<file path="src/rtl/multi_pattern_matcher_unit_assert.svh">
// Assertion macros shared by the matcher RTL.
`ifndef MULTI_PATTERN_MATCHER_UNIT_ASSERT_SVH
`define MULTI_PATTERN_MATCHER_UNIT_ASSERT_SVH

// Same-cycle implication, checked outside reset.
`define MPM_ASSERT_NOW(lbl, ante, cons, msg) \
    lbl: assert property (@(posedge clk) disable iff (!rst_n) (ante) |-> (cons)) else $error(msg);

// Next-cycle implication, checked outside reset.
`define MPM_ASSERT_NEXT(lbl, ante, cons, msg) \
    lbl: assert property (@(posedge clk) disable iff (!rst_n) (ante) |=> (cons)) else $error(msg);

`endif

</file>
<file path="src/rtl/mpm_ram.sv">
// Generic single-write, single-read RAM with a registered read port.
module mpm_ram #(
    parameter int WIDTH = 8,
    parameter int DEPTH = 16
) (
    input  logic                     clk,
    input  logic                     we,
    input  logic [$clog2(DEPTH)-1:0] waddr,
    input  logic [WIDTH-1:0]         wdata,
    input  logic [$clog2(DEPTH)-1:0] raddr,
    output logic [WIDTH-1:0]         rdata
);

    logic [WIDTH-1:0] mem [DEPTH];

    always_ff @(posedge clk)
    begin
        if (we)
        begin
            mem[waddr] <= wdata;
        end
        rdata <= mem[raddr];
    end

endmodule

</file>
<file path="config.mk">
export PLATFORM = sky130hd
export DESIGN_NAME = mpm_ram
export DESIGN_NICKNAME = d
export VERILOG_FILES = /design/src/rtl/multi_pattern_matcher_unit_assert.svh /design/src/rtl/mpm_ram.sv
export SDC_FILE = /design/constraint.sdc
export NUM_CORES = 1
export LEC_CHECK = 0
export BUFFER_PORTS_ARGS = -buffer_cell sky130_fd_sc_hd__buf_2
export CAP_MARGIN = 5
export CORE_ASPECT_RATIO = 1.4
export CORE_MARGIN = 2
export CORE_UTILIZATION = 65
export DETAILED_ROUTE_END_ITERATION = 7
export GPL_TIMING_DRIVEN = 0
export PLACE_DENSITY = 0.84
export RECOVER_POWER = 50
export SLEW_MARGIN = 5
export SYNTH_ARGS = -nofsm -noshare
export SYNTH_HDL_FRONTEND = slang
export SYNTH_SLANG_ARGS = --single-unit
</file>
<file path="constraint.sdc">
create_clock -name clk -period 2.5 [get_ports clk]
set_input_delay 0.125 -clock clk [delete_from_list [all_inputs] [get_ports clk]]
set_output_delay 0.125 -clock clk [all_outputs]
set_load 0.005 [all_outputs]
</file>
## Word-level counts from Yosys, hierarchy flattened

Memory sizes are Yosys's and may differ from the RTL's. A register that Yosys moved wholly into a read port is not among the register bits.
Cells that the tools add are included.

| operators by class | value |
|---|---|
| muxes and demuxes | 2 |

Operators with widths:

| kind | count |
|---|---|
| 1-bit 2-to-1 mux | 2 |

| word-level totals | value |
|---|---|
| bits of input ports | 18 |
| RAM bits | 128 |
| register bits after elaboration | 0 |
| memories kept | 1 |
| output and inout bits | 8 |
| logic and storage cells | 3 |

Memory list:

| name | depth | width | read ports | clocked after memory_dff | write ports | line | text |
|---|---|---|---|---|---|---|---|
| mem | 16 | 8 | 1 | 1 | 1 | mpm_ram.sv:14 | `logic [WIDTH-1:0] mem [DEPTH];` |

## Logic depth before layout (Yosys ltp)

Gate-level depths: netlist (run 1).

| logic depth | value |
|---|---|
| word-level depth | 2 |
| gate-level depth with buffers | 5 |
| mapped depth without buffers | 3 |

## Worst setup path before layout (run 1)

No wires, ideal clock.

| timing | value |
|---|---|
| kind | input-to-reg |
| from | input waddr[2] |
| to | memory mem[0][0] (enable) |
| arrival | 1235 ps |
| stages on the path | 2 |
| path buffers | 0 |
| library setup time | 383 ps |
| path slack | 882 ps |
| required time | 2117 ps |
| cell sequence | or3b_2 -> nor3_1 |

RTL lines:

| what | line | text |
|---|---|---|
| from (decl) | mpm_ram.sv:8 | `input logic [$clog2(DEPTH)-1:0] waddr,` |
| to (decl) | mpm_ram.sv:14 |  |

No word-level cell before the write port.

## Final worst setup path (run 1)

| timing | value |
|---|---|
| from | input waddr[2] |
| to | memory mem[0][5] (enable) |

No word-level cell before the write port.

==> results of run 1 <==
==> registers in the layout, indices dropped and copies added (netlist names) <==
register / count
rdata: 8
mem: 128
==> cell usage after synthesis <==
cell	instances
a22oi_1	16
and2_1	1
and2b_1	1
buf_2	3
buf_4	1
buf_6	3
clkdlybuf4s25_2	3
dfxtp_1	8
edfxtp_1	128
mux4_1	14
mux4_2	18
nand2_1	9
nand2b_1	2
nand3_1	1
nand3b_1	2
nor2_1	13
nor2b_1	1
nor3_1	4
or3b_2	1
==> path summary, 6_finish.rpt <==
path / startpoint / endpoint / cells after the start
setup / recovery: waddr[2] / mem[0][5] / 3
hold / removal: waddr[0] / mem[8][7] / 2
setup reg to reg: mem[0][1] / rdata[1] / 3
hold reg to reg: mem[15][2] / rdata[2] / 3
==> metal layers <==
layer / GRT usage / vias up / routed length (um)
met5: 0 / - / 0
met3: 0.0837 / 28 / 643
met2: 0.404 / 133 / 5200
met1: 0.352 / 1294 / 4110
met4: 0.122 / 0 / 294
li1: - / 1070 / -
==> layout make-up <==
cell class	instances	area share
Buffer	10	0.0145
Sequential cell	136	0.670
Timing Repair Buffer	29	0.0249
Multi-Input combinational cell	83	0.177
Tap cell	100	0.0209
Clock inverter	14	0.0224
Clock buffer	18	0.0700
==> kinds of logic after synthesis <==
logic type	share of synthesized area
flops	0.778
simple gates	0.0318
mux	0.150
compound gates	0.0233
buf+inv	0.0168
==> per-stage QoR <==
step | setup slack [ns] | instance area [um^2] | utilization | std cells | total power, uW
6_report | 0.957 | 5970 | 0.776 | 390 | 5100
3_3_place_gp | 0.387 | 5390 | 0.700 | 353 | 2830
2_1_floorplan | 0.882 | 5150 | - | 229 | 2740
3_5_place_dp | 0.377 | 5390 | 0.700 | 353 | 2850
4_1_cts | 0.908 | 5970 | 0.776 | 388 | 5120
5_1_grt | 0.922 | 5970 | 0.776 | 390 | 5230
==> power breakdown <==
part / total, uW / internal, uW / switching, uW
sequential: 2570 / 2550 / 15.1
combinational: 246 / 102 / 144
clock: 2290 / 1400 / 888
==> impl_metrics.toml, run 1 <==
[run_status]
status = "finished, final reports clean"

[global_route]
grt_first_pass_wirelength_mm = 15.3
overflow = 0
grt_antenna_before_repair = 0
grt_usage = 0.263
grt_pass1_vias = 2500
grt_max_degree = 17

[clock_tree]
cts_buffers = 17
postCtsSetupBuffers = 0
postCtsResizedCells = 0
clk_pin_slew_ns = 0.06
clock_path_buffers = 2
clk_latency_ns = 0.52
ctsHoldBuffers = 3
cts_tree = "yes"
clock-root-buffer = "clkbuf_8"
htreeDepth = 4
cts.sinks = 136

[timing]
fin_crit_ns = 1.54
max_slew_margin = 0.210
hold_violations = 0
drv_slew = 0
timing.hold.ws_ns = 0.0714
setup_violations = 0
tightest_slew_ns = 1.18
fin_setup_tns_ns = 0
fmax_mhz = 648
fin_skew_ns = 0.00709
finalCritPeriodShare = 0.617
rsz0062_at_grt = "no"

[routing]
totalWireLength_mm = 10.3
dr.first_iter.drc_count = 273
postRouteAntennaNets = 0
drc = 0
avgRoutedWirePerCell_um = 26.3
vias_per_cell = 6.47
vias = 2525
drt_pass1_iterations = 5

[final_layout]
n_fill_cell = 403
nets = 295
ff_latch_area_um2 = 4000
multi_input_area_um2 = 1060
final_cell_mix = "128 x edfxtp_1, 19 x buf_2, 18 x mux4_2"
final_layout_size_suffix_gt1_frac = 0.259
area_growth_syn_to_layout_pct = 16.0
layout_commonest_cell = "edfxtp_1"
diodes = 0

[floorplanning]
die_area_um2 = 8660
ioPinCount = 26
initial_core_util = 0.668
core.rowCount = 38
coreArea_um2 = 7700
die_x_um = 79.2
die_h_um = 109

[yosys]
ys_ff_latch = 136
syn_area_um2 = 5150
ys_seq_area_frac = 0.778
syn_nets = 247
syn_avg_cell_area_um2 = 22.5
synth.area.top_cells = "edfxtp_1 75%, mux4_2 7.9%, mux4_1 7.1%"
syn_inst = 229
synth_top_area_cell = "edfxtp_1"
synth.top_cell.area_share = 0.747
synth.yosys.warnings = 0
ys_types = 19

[pwr]
p_leak_uw = 0.00199
ir_drop_mv = 0.644
power_density_nw_per_um2 = 854

[min_path]
hold_path_class = "in2reg"

[setup_path]
critical_path.max_stage_delay_ns = 0.92
cp.required_ns = 2.63
path_buf_inv = 1
cp_slowest_cell = "nor3_1"
critical_path.max_fanout = 8
r2r_slack_ns = 1.02
crit_chain = "clkbuf_1 > or3b_2 > nor3_1"
crit_family = "simple AND/OR/NAND/NOR gates"
crit_arrival_ns = 1.67
path_class = "in2reg"
end_kind = "flop"
start_kind = "input pin"

[flow_run]
cap_violations = 0

[placement]
dpl.hpwl_mm = 6.00
gp_congestion = 0.839
portBuffers = 24
No activity file was read; power rests on OpenSTA's default activity.
==> run 2: changes to the inputs <==
CORE_UTILIZATION = 60   (was 65)
PLACE_DENSITY = 0.78   (was 0.84)
clock period = 1.6 ns   (was 2.5 ns; I/O delays follow)
==> run 2 against run 1 <==
Sequential power up 56%. Cell count unchanged. Largest power group unchanged. Die area up 8.0%. Combinational power up 52%. Clock skew up 0.0040 ns. Core utilization down 7.1 points. First-iteration DRC count down 16%. Sequential share of layout area up 0.14 points. Count of clock-buffer cells in the layout up 11. Critical path depth unchanged. Wire length down 3.3%.
==> impl_metrics.toml, run 2 (same netlist as run 1, synthesis figures left out) <==
[timing]
fin_ws_ns = 0.172
fin_crit_ns = 1.43
tightest_slew_ns = 0.819
max_slew_margin = 0.454
setup_violations = 0
fmax_mhz = 700
finalCritPeriodShare = 0.893
rsz0062_at_grt = "no"
drv_slew = 0
fin_skew_ns = 0.0111
hold_violations = 0
timing.hold.ws_ns = 0.202

[placement]
gp_congestion = 0.824
dpl.hpwl_mm = 5.99
portBuffers = 24
place_inst = 358
dp_slack_ns = -0.538

[final_layout]
finish.utilization = 0.705
finalNonFillerCells = 390
n_fill_cell = 509
final_cell_mix = "128 x edfxtp_1, 22 x clkbuf_1, 18 x mux4_2"
multi_input_area_um2 = 1080
nets = 290
final_layout_size_suffix_gt1_frac = 0.235
largest_register = "mem"
reg_top3 = "mem x128, rdata x8"
ff_latch_area_um2 = 4000
area_growth_syn_to_layout_pct = 15.8
layout_commonest_cell = "edfxtp_1"
diodes = 0
largest_register_ffs = 128

[min_path]
hold_path_class = "in2reg"
min_from = "waddr[0]"
hold_path_depth = 2
holdPathEnd = "mem[0][6]"

[setup_path]
path_buf_inv = 0
crit_family = "multiplexers"
end_kind = "flop"
cp_slowest_cell = "mux4_1"
reg2reg_to = "rdata[4]"
critical_path.max_fanout = 1
r2r-start = "mem[9][4]"
r2r_slack_ns = 0.17
crit_chain = "mux4_1 > a22oi_1 > nand2_1"
crit_arrival_ns = 1.70
path_class = "reg2reg"
start_kind = "flop"
ff2ff_path_depth = 3
critical_path.max_stage_delay_ns = 0.53
cp.required_ns = 1.87

[routing]
avgRoutedWirePerCell_um = 25.4
drt_pass1_iterations = 5
totalWireLength_mm = 9.91
vias_per_cell = 6.27
postRouteAntennaNets = 0
drc = 0
dr.first_iter.drc_count = 230
vias = 2447

[pwr]
total_power_uw = 8050
ir_drop_mv = 0.932
p_leak_uw = 0.00198
power_density_nw_per_um2 = 1350

[clock_tree]
cts_buffers = 17
clk_latency_ns = 0.42
htreeDepth = 4
postCtsSetupBuffers = 0
clock-root-buffer = "clkbuf_16"
cts.sinks = 136
clk_pin_slew_ns = 0.05
postCtsResizedCells = 1
clock_path_buffers = 2
cts_tree = "yes"
ctsHoldBuffers = 0

[floorplanning]
die_area_um2 = 9350
die_x_um = 82.3
coreArea_um2 = 8460
core.rowCount = 40
die_h_um = 114
ioPinCount = 26
initial_core_util = 0.609

[global_route]
grt_usage = 0.237
grt_antenna_before_repair = 0
overflow = 0
grt_first_pass_wirelength_mm = 14.7
grt_pass1_vias = 2469
grt_max_degree = 17

[flow_run]
cap_violations = 0

[run_status]
status = "finished, final reports clean"
run 2: changes by cell type in the layout (fill, tap and decap cells not counted), moves of 2 or more:
cell           delta
nor3_2            +4
clkbuf_8          +4
dlygate4sd3_1     -3
clkinvlp_4        -5
buf_2             -7
nor3_1            -4
clkinv_2          -2
clkinv_1          -2
clkbuf_1         +12
run 2: stage by stage:
stage                     instance area (um^2)  TNS, ns
after global routing                      5960        0
after global placement                    5400   -11.13
final                                     5960        0
after detailed placement                  5400   -12.85
after floorplan                           5150        0
after CTS                                 5960        0
run 2: per-layer routing:
| metal | GRT usage | vias up | wire, um |
|---|---|---|---|
| met1 | 0.321 | 1245 | 3890 |
| met4 | 0.123 | 0 | 367 |
| met2 | 0.357 | 118 | 5060 |
| met3 | 0.0625 | 25 | 600 |
| li1 | - | 1059 | - |
| met5 | 0 | - | 0 |
run 2: power by group:
part           switching [uW]  internal (uW)
Sequential               21.1           3990
Clock                    1330           2340
Combinational             223            150
run 2: layout make-up:
class | count | share of cell area
Buffer | 10 | 0.0145
Clock buffer | 29 | 0.0873
Clock inverter | 3 | 0.00672
Multi-Input combinational cell | 83 | 0.181
Sequential cell | 136 | 0.672
Tap cell | 105 | 0.0220
Timing Repair Buffer | 24 | 0.0170
run 2: worst max-delay path by stage:
stage                         start         to  depth (start not counted)
after floorplan            waddr[2]  mem[0][0]                          2
after global placement     waddr[2]  mem[0][1]                          3
after detailed placement   waddr[2]  mem[0][3]                          3
after CTS                  waddr[2]  mem[8][7]                          3
after global routing      mem[0][0]   rdata[0]                          3
final                     mem[9][4]   rdata[4]                          3
